## config.mk

```make
export PLATFORM = sky130hd
export DESIGN_NAME = wait_queue_manager
export DESIGN_NICKNAME = d
export VERILOG_FILES = /design/src/hdl/wqm_pkg.sv /design/src/hdl/wqm_ram.sv /design/src/hdl/wait_queue_manager.sv
export SDC_FILE = /design/constraint.sdc
export NUM_CORES = 1
export LEC_CHECK = 0
export BUFFER_PORTS_ARGS = -buffer_cell sky130_fd_sc_hd__buf_4
export CAP_MARGIN = 25
export CORE_MARGIN = 2
export CORE_UTILIZATION = 45
export CTS_CLUSTER_SIZE = 28
export DETAILED_ROUTE_END_ITERATION = 10
export GPL_TIMING_DRIVEN = 0
export SYNTH_ARGS = -nofsm -noshare
export SYNTH_HDL_FRONTEND = slang
export SYNTH_HIERARCHICAL = 1
export SYNTH_SLANG_ARGS = --single-unit
```

## constraint.sdc

```tcl
create_clock -name clk -period 4 [get_ports clk]
set_input_delay 0 -clock clk [delete_from_list [all_inputs] [get_ports clk]]
set_output_delay 0 -clock clk [all_outputs]
set_load 0.02 [all_outputs]
```

## src/hdl/wqm_pkg.sv

```systemverilog
package wqm_pkg;

  localparam int NUM_WAITERS = 32;
  localparam int SLOT_W      = $clog2(NUM_WAITERS);
  // link entries carry one extra bit so they can encode the null slot
  localparam int LINK_W      = SLOT_W + 1;
  localparam int ID_W        = 5;

  typedef logic [SLOT_W-1:0] slot_t;
  typedef logic [LINK_W-1:0] link_t;
  typedef logic [ID_W-1:0]   id_t;

  localparam link_t NULL_SLOT  = LINK_W'(NUM_WAITERS);
  localparam slot_t LAST_COUNT = SLOT_W'(NUM_WAITERS - 1);

  typedef enum logic [1:0] {
    KIND_ADD       = 2'd0,
    KIND_DELETE    = 2'd1,
    KIND_WAKE_ONE  = 2'd2,
    KIND_WAKE_ALL  = 2'd3
  } kind_t;

  typedef enum logic [2:0] {
    ST_IDLE,
    ST_ADD_LINK,
    ST_ADD_TERM,
    ST_DELETE,
    ST_WAKE_ONE,
    ST_WAKE_ALL
  } state_t;

  function automatic logic link_ok(link_t l);
    return l < NULL_SLOT;
  endfunction

  function automatic link_t link_norm(link_t l);
    return link_ok(l) ? l : NULL_SLOT;
  endfunction

endpackage

```

## src/hdl/wqm_ram.sv

```systemverilog
module wqm_ram #(
  parameter int WIDTH = 6,
  parameter int DEPTH = 32
) (
  input  logic                     clk,
  input  logic                     we,
  input  logic [$clog2(DEPTH)-1:0] waddr,
  input  logic [WIDTH-1:0]         wdata,
  input  logic [$clog2(DEPTH)-1:0] raddr,
  output logic [WIDTH-1:0]         rdata
);

  logic [WIDTH-1:0] mem [DEPTH];

  always_ff @(posedge clk) begin
    if (we) begin
      mem[waddr] <= wdata;
    end
    rdata <= mem[raddr];
  end

endmodule

```

## src/hdl/wait_queue_manager.sv

```systemverilog
// FIFO wait queue of waiter slots, kept as a doubly linked list in two link
// memories (next, prev) plus a notify memory, all with registered reads.
// An item is taken when start is high and busy is low; its results come out
// on the result ports, one per cycle, each marked by result_strobe for a
// single cycle, and cannot be held off. Each result appears the cycle after
// the state that produces it. For add, delete and wake-one that state is the
// item's last, so busy is already low when the result shows. A wake-all
// reports one waiter per cycle while it walks the list, and only its final
// result arrives with busy low. An add passes through a tail link write, then
// the new entry's terminating link write, as the two share the single
// next-memory write port; a duplicate or out-of-range add ends in the link
// step without writing. A wake-all walks the list at the pace of the
// registered read of the next-link memory, and on an empty queue it reports
// one empty result. Reset takes effect at once; no clearing pass is needed.
module wait_queue_manager (
  input  logic                   clk,
  input  logic                   rst,
  input  logic                   start,
  input  logic [1:0]             kind,
  input  logic [wqm_pkg::ID_W-1:0] waiter_id,
  input  logic                   notify,
  output logic                   busy,
  output logic                   result_strobe,
  output logic                   woken_valid,
  output logic [wqm_pkg::ID_W-1:0] woken_id,
  output logic                   woken_notify,
  output logic                   last,
  output logic                   queue_empty,
  output logic                   error
);

  wqm_pkg::state_t state, state_next;

  wqm_pkg::kind_t op_kind;
  wqm_pkg::id_t   op_id;
  logic           op_notify;
  wqm_pkg::slot_t op_slot;
  logic           op_ok;

  wqm_pkg::link_t head, head_next;
  wqm_pkg::link_t tail, tail_next;
  wqm_pkg::link_t cur, cur_next;
  wqm_pkg::slot_t count, count_next;
  logic [wqm_pkg::NUM_WAITERS-1:0] queued, queued_next;

  // memory ports
  wqm_pkg::slot_t rd_addr;
  wqm_pkg::link_t next_rd, prev_rd;
  logic           ntf_rd;
  logic           next_we, prev_we, ntf_we;
  wqm_pkg::slot_t next_waddr, prev_waddr, ntf_waddr;
  wqm_pkg::link_t next_wdata, prev_wdata;
  logic           ntf_wdata;

  logic           emit, emit_valid, emit_notify, emit_last, emit_error;
  wqm_pkg::id_t   emit_id;
  logic           wa_more;
  wqm_pkg::kind_t in_kind;

  assign in_kind = wqm_pkg::kind_t'(kind);
  assign busy    = (state != wqm_pkg::ST_IDLE);
  assign op_slot = wqm_pkg::SLOT_W'(op_id);
  assign op_ok   = 32'(op_id) < wqm_pkg::NUM_WAITERS;

  // wake-all keeps walking while the current waiter has a successor, up to NUM_WAITERS waiters in all
  assign wa_more = wqm_pkg::link_ok(cur) && wqm_pkg::link_ok(next_rd) &&
                   (count != wqm_pkg::LAST_COUNT);

  wqm_ram #(.WIDTH(wqm_pkg::LINK_W), .DEPTH(wqm_pkg::NUM_WAITERS)) u_next_mem (
    .clk   (clk),
    .we    (next_we),
    .waddr (next_waddr),
    .wdata (next_wdata),
    .raddr (rd_addr),
    .rdata (next_rd)
  );

  wqm_ram #(.WIDTH(wqm_pkg::LINK_W), .DEPTH(wqm_pkg::NUM_WAITERS)) u_prev_mem (
    .clk   (clk),
    .we    (prev_we),
    .waddr (prev_waddr),
    .wdata (prev_wdata),
    .raddr (rd_addr),
    .rdata (prev_rd)
  );

  wqm_ram #(.WIDTH(1), .DEPTH(wqm_pkg::NUM_WAITERS)) u_ntf_mem (
    .clk   (clk),
    .we    (ntf_we),
    .waddr (ntf_waddr),
    .wdata (ntf_wdata),
    .raddr (rd_addr),
    .rdata (ntf_rd)
  );

  // next state
  always_comb begin
    state_next = state;
    unique case (state)
      wqm_pkg::ST_IDLE: begin
        if (start) begin
          unique case (in_kind)
            wqm_pkg::KIND_ADD:      state_next = wqm_pkg::ST_ADD_LINK;
            wqm_pkg::KIND_DELETE:   state_next = wqm_pkg::ST_DELETE;
            wqm_pkg::KIND_WAKE_ONE: state_next = wqm_pkg::ST_WAKE_ONE;
            wqm_pkg::KIND_WAKE_ALL: state_next = wqm_pkg::ST_WAKE_ALL;
            default:                state_next = wqm_pkg::ST_IDLE;
          endcase
        end
      end
      wqm_pkg::ST_ADD_LINK: begin
        state_next = (op_ok && !queued[op_slot]) ? wqm_pkg::ST_ADD_TERM
                                                 : wqm_pkg::ST_IDLE;
      end
      wqm_pkg::ST_ADD_TERM: state_next = wqm_pkg::ST_IDLE;
      wqm_pkg::ST_DELETE:   state_next = wqm_pkg::ST_IDLE;
      wqm_pkg::ST_WAKE_ONE: state_next = wqm_pkg::ST_IDLE;
      wqm_pkg::ST_WAKE_ALL: begin
        state_next = wa_more ? wqm_pkg::ST_WAKE_ALL : wqm_pkg::ST_IDLE;
      end
      default: state_next = wqm_pkg::ST_IDLE;
    endcase
  end

  // memory controls, list pointers and results
  always_comb begin
    next_we     = 1'b0;
    next_waddr  = op_slot;
    next_wdata  = wqm_pkg::NULL_SLOT;
    prev_we     = 1'b0;
    prev_waddr  = op_slot;
    prev_wdata  = wqm_pkg::NULL_SLOT;
    ntf_we      = 1'b0;
    ntf_waddr   = op_slot;
    ntf_wdata   = op_notify;
    head_next   = head;
    tail_next   = tail;
    cur_next    = cur;
    count_next  = count;
    queued_next = queued;
    emit        = 1'b0;
    emit_valid  = 1'b0;
    emit_id     = '0;
    emit_notify = 1'b0;
    emit_last   = 1'b1;
    emit_error  = 1'b0;
    // wake kinds look at the head entry, add and delete at the named slot
    if (in_kind == wqm_pkg::KIND_WAKE_ONE || in_kind == wqm_pkg::KIND_WAKE_ALL) begin
      rd_addr = head[wqm_pkg::SLOT_W-1:0];
    end else begin
      rd_addr = wqm_pkg::SLOT_W'(waiter_id);
    end

    unique case (state)
      wqm_pkg::ST_IDLE: begin
        if (start && in_kind == wqm_pkg::KIND_WAKE_ALL) begin
          cur_next   = head;
          count_next = '0;
          head_next  = wqm_pkg::NULL_SLOT;
          tail_next  = wqm_pkg::NULL_SLOT;
        end
      end
      wqm_pkg::ST_ADD_LINK: begin
        if (!op_ok) begin
          emit = 1'b1;
        end else if (queued[op_slot]) begin
          emit       = 1'b1;
          emit_error = 1'b1;
        end else begin
          next_we              = wqm_pkg::link_ok(tail);
          next_waddr           = tail[wqm_pkg::SLOT_W-1:0];
          next_wdata           = wqm_pkg::LINK_W'(op_id);
          prev_we              = 1'b1;
          prev_wdata           = tail;
          ntf_we               = 1'b1;
          queued_next[op_slot] = 1'b1;
          if (!wqm_pkg::link_ok(tail)) begin
            head_next = wqm_pkg::LINK_W'(op_id);
          end
          tail_next = wqm_pkg::LINK_W'(op_id);
        end
      end
      wqm_pkg::ST_ADD_TERM: begin
        next_we = 1'b1;
        emit    = 1'b1;
      end
      wqm_pkg::ST_DELETE: begin
        emit = 1'b1;
        if (op_ok && queued[op_slot]) begin
          if (wqm_pkg::link_ok(prev_rd)) begin
            next_we    = 1'b1;
            next_waddr = prev_rd[wqm_pkg::SLOT_W-1:0];
            next_wdata = wqm_pkg::link_norm(next_rd);
          end else begin
            head_next = wqm_pkg::link_norm(next_rd);
          end
          if (wqm_pkg::link_ok(next_rd)) begin
            prev_we    = 1'b1;
            prev_waddr = next_rd[wqm_pkg::SLOT_W-1:0];
            prev_wdata = wqm_pkg::link_norm(prev_rd);
          end else begin
            tail_next = wqm_pkg::link_norm(prev_rd);
          end
          queued_next[op_slot] = 1'b0;
        end
      end
      wqm_pkg::ST_WAKE_ONE: begin
        emit = 1'b1;
        if (wqm_pkg::link_ok(head)) begin
          if (wqm_pkg::link_ok(next_rd)) begin
            head_next  = next_rd;
            prev_we    = 1'b1;
            prev_waddr = next_rd[wqm_pkg::SLOT_W-1:0];
          end else begin
            head_next = wqm_pkg::NULL_SLOT;
            tail_next = wqm_pkg::NULL_SLOT;
          end
          queued_next[head[wqm_pkg::SLOT_W-1:0]] = 1'b0;
          emit_valid  = 1'b1;
          emit_id     = wqm_pkg::ID_W'(head[wqm_pkg::SLOT_W-1:0]);
          emit_notify = ntf_rd;
        end
      end
      wqm_pkg::ST_WAKE_ALL: begin
        emit = 1'b1;
        if (wqm_pkg::link_ok(cur)) begin
          queued_next[cur[wqm_pkg::SLOT_W-1:0]] = 1'b0;
          emit_valid  = 1'b1;
          emit_id     = wqm_pkg::ID_W'(cur[wqm_pkg::SLOT_W-1:0]);
          emit_notify = ntf_rd;
          emit_last   = !wa_more;
          // fetch the successor while this waiter is reported
          cur_next    = next_rd;
          rd_addr     = next_rd[wqm_pkg::SLOT_W-1:0];
          count_next  = count + 1'b1;
        end
      end
      default: begin
      end
    endcase
  end

  always_ff @(posedge clk) begin
    if (rst) begin
      state         <= wqm_pkg::ST_IDLE;
      head          <= wqm_pkg::NULL_SLOT;
      tail          <= wqm_pkg::NULL_SLOT;
      queued        <= '0;
      result_strobe <= 1'b0;
    end else begin
      state         <= state_next;
      head          <= head_next;
      tail          <= tail_next;
      queued        <= queued_next;
      result_strobe <= emit;
    end
  end

  always_ff @(posedge clk) begin
    if (state == wqm_pkg::ST_IDLE && start) begin
      op_kind   <= in_kind;
      op_id     <= waiter_id;
      op_notify <= notify;
    end
    cur          <= cur_next;
    count        <= count_next;
    woken_valid  <= emit_valid;
    woken_id     <= emit_id;
    woken_notify <= emit_notify;
    last         <= emit_last;
    queue_empty  <= !wqm_pkg::link_ok(head_next);
    error        <= emit_error && (op_kind == wqm_pkg::KIND_ADD);
  end

endmodule

```

==> results.tsv <==
stage	metric	value	unit
sta	finalClockSkew	32.33	ps
synthesis	synth.area.top_cells	edfxtp_1 (60%), mux4_2 (12%), dfxtp_1 (6.5%), nor2_1 (2.6%), mux2i_1 (2.3%)	
drt	drc	0	
setup_path	r2r-start	ntf_waddr[1]	
sta	slew_violations	0	
power	power.density	469.0	mW/mm^2
synthesis	ys_seq_elements	506	
setup_path	path_class	reg -> reg	
synthesis	synth_nets	1382	
power	irDropWorstVdd	0.0004873	V
clock_network	cts.clk_slew.worst_paths	60	ps
floorplanning	rows	80	
sta	clock.fmax	257.2	MHz
power	clockPowerShare	0.391	
drt	drt-vias-per-instance	5.988	
placement	routabilityCongestion	0.8894	
drt	wl_per_cell	24.25	um
global_route	grt_max_degree	33	
final_layout	layout-drive-gt1-share	0.2946	
final_layout	fillers	3852	
setup_path	cp_max_fo	10	
floorplanning	initial_core_util	0.4556	
drt	drt-initial-drc-count	1230	
global_route	grt_use_total	0.2092	
sta	setup_viol	0	
clock_network	clockBufferDepth	3	
floorplanning	core	0.04765	mm^2
floorplanning	die_x	223.6	um
floorplanning	die-area	0.05001	mm^2
synthesis	netlist_area	0.02171	mm^2
placement	numPortBuffers	22	
synthesis	ys_types	60	
power	power	12.00	mW
sta	finalHoldViolations	0	
synthesis	synth_top_area_share	0.6018	
power	p_comb_frac	0.118	
sta	fin_setup_tns	0	ps
job	drv_cap	0	
clock_network	htreeDepth	2	
drt	drt_wl_total	52290	um
sta	finalWorstSetupSlack	111.7	ps
clock_network	cts-root-buf	clkbuf_16	
final_layout	syn_to_final_growth	17.86	%
drt	vias	12910	
synthesis	synth-edff-count	435	
synthesis	synth_top_flop_cell	edfxtp_1	
synthesis	syn_inst	1369	
sta	tightest_slew	1072	ps
power	intPower	9.051	mW
synthesis	synth.largest_area_cell	edfxtp_1	
placement	dp_slack	-1093	ps
power	p_leak	7.626	nW
sta	rsz0062_at_grt	yes	
floorplanning	io_pins	23	
clock_network	clk_latency	610	ps
global_route	grt_pass1_wl	78650	um
sta	fin_crit_sh	0.9721	
drt	ant_nets	0	
drt	firstDrtPassIters	6	
setup_path	cp.arrival	4160	ps
final_layout	final_nets	1513	
hold_path	hp-start	start	
synthesis	avgSynthCellArea	15.86	um^2
sta	maxSlewHeadroom	0.2799	
clock_network	numCtsBuffers	52	
final_layout	n_antenna_cell	0	
clock_network	clkSinkCount	506	
setup_path	end_kind	flop	
setup_path	cp.required	4270	ps
setup_path	startpoint	ntf_waddr[1]	
clock_network	cts_tree	built	
hold_path	hp-class	in -> reg	
power	pwr-share-seq	0.491	
synthesis	postSynth.asyncResetShare	0	
global_route	grt_pass1_vias	12730	
placement	dpl.hpwl	35690	um
synthesis	ys_seq_area_frac	0.6672	
sta	min_period	3888	ps
floorplanning	dieHeight	223.6	um
status	status	finished, final reports clean	
global_route	grt_antenna_before_repair	0	
synthesis	yosysWarnings	6	
global_route	grt.overflow.total	0	
power	power.switching	2.946	mW
power	swShare	0.2456	
setup_path	start_kind	flop	
## logic make-up (layout without fill, tap and decap cells)
family,count (synthesis),count (layout),synth area share
buf+inv,98,270,0.02196
mux,192,192,0.1590
flops,506,506,0.6672
xor+xnor,2,2,0.0008071
simple gates,363,363,0.08375
fa+ha+maj,2,2,0.001153
compound gates,206,206,0.06611
## worst max-delay path, stage by stage (launching register included)
cell,delay [ps]
edfxtp_1,470
buf_6,190
buf_12,150
mux2i_4,290
nor3_2,90
o41ai_4,390
o221ai_4,240
buf_8,190
buf_2,190
a22oi_2,190
o41ai_2,130
a21oi_4,280
or3b_4,500
nor2_4,260
## Yosys cell counts (15+ instances only)
cell,count
mux4_2,120
o22ai_1,32
nand3b_1,24
nand3_1,24
mux2i_1,50
mux2_2,22
nor2_1,150
nor3_1,42
a22o_1,15
clkbuf_1,58
a22oi_1,36
a21oi_1,57
o21ai_0,20
dfxtp_1,71
edfxtp_1,435
nand2_1,52
## layer usage
layer | GRT usage | routed length, um
met1 | 0.2947 | 22820
met2 | 0.3333 | 24960
met3 | 0.03266 | 2867
met4 | 0.07462 | 1644
met5 | 0 | 0
## worst paths after layout
path | to | slack (ps) | cells past startpoint
worst max-delay path | u_next_mem/mem[17][4] | 110 | 13
worst min-delay path | ntf_waddr[0] | 70 | 2
worst max register to register | u_next_mem/mem[17][4] | 110 | 13
worst min register to register | woken_notify | 450 | 1
## placed cells by master (no fill, tap or decap), types with 11 or more instances in the layout
cell type and n:
edfxtp_1 435, mux4_2 120, nor2_1 84, dfxtp_1 71, buf_4 60, nor2_4 56, clkbuf_16 54, nand2_1 51
clkbuf_1 50, a21oi_1 50, mux2i_1 46, nor3_1 40, a22oi_1 35, o22ai_1 31, nand3b_1 24, mux2_2 22
nand3_1 21, o21ai_0 15, clkinv_2 14, buf_2 13, a22o_1 12, nand2b_1 11, clkbuf_2 11
## state kept, by name, indices dropped and copies added (netlist names), 6 cells and up
register,count
u_ntf_mem/mem,32
cur,6
tail,6
queued,32
u_next_mem/mem,192
head,6
u_prev_mem/mem,192
u_prev_mem/rdata,6
u_next_mem/rdata,6
## metrics by stage
stage / std cells / utilization / instance area (um^2) / hold WS, ps
after floorplan: 1369 / - / 21710 / 98.87
after global placement: 2006 / 0.4752 / 22640 / 186.5
after detailed placement: 2020 / 0.4797 / 22860 / 188.2
after CTS: 2131 / 0.5275 / 25130 / 58.25
after global routing: 2156 / 0.5369 / 25580 / 73.95
final: 2156 / 0.5369 / 25580 / 70.23
## power by group through the flow
stage | clock network (mW) | registers (mW) | logic (mW)
final | 4.69 | 5.89 | 1.42
after global routing | 5.02 | 5.89 | 1.50
after CTS | 4.81 | 5.89 | 1.33
after detailed placement | 0 | 6.00 | 1.24
after global placement | 0 | 6.00 | 1.20
after floorplan | 0 | 5.96 | 0.845
## layout make-up
class / instances / area, um^2 / share of cell area
Clock inverter: 31 / 262.8 / 0.01027
Multi-Input combinational cell: 765 / 7402 / 0.2893
Sequential cell: 506 / 14480 / 0.5661
Buffer: 82 / 446.7 / 0.01746
Clock buffer: 64 / 1409 / 0.05507
Timing Repair Buffer: 81 / 763.2 / 0.02983
Tap cell: 615 / 769.5 / 0.03008
Inverter: 12 / 46.29 / 0.001810
## what timing repair did
action / 4_1_cts / 5_1_grt
hold buffers: 9 / 0
setup endpoints to repair: 592 / 413
pin swaps: 8 / 6
gates resized for setup: 135 / 52
buffers inserted: 11 / 22
cloned: 0 / 1
hold endpoints to repair: 13 / 0
Note: power is estimated with default switching activity, not from simulation.
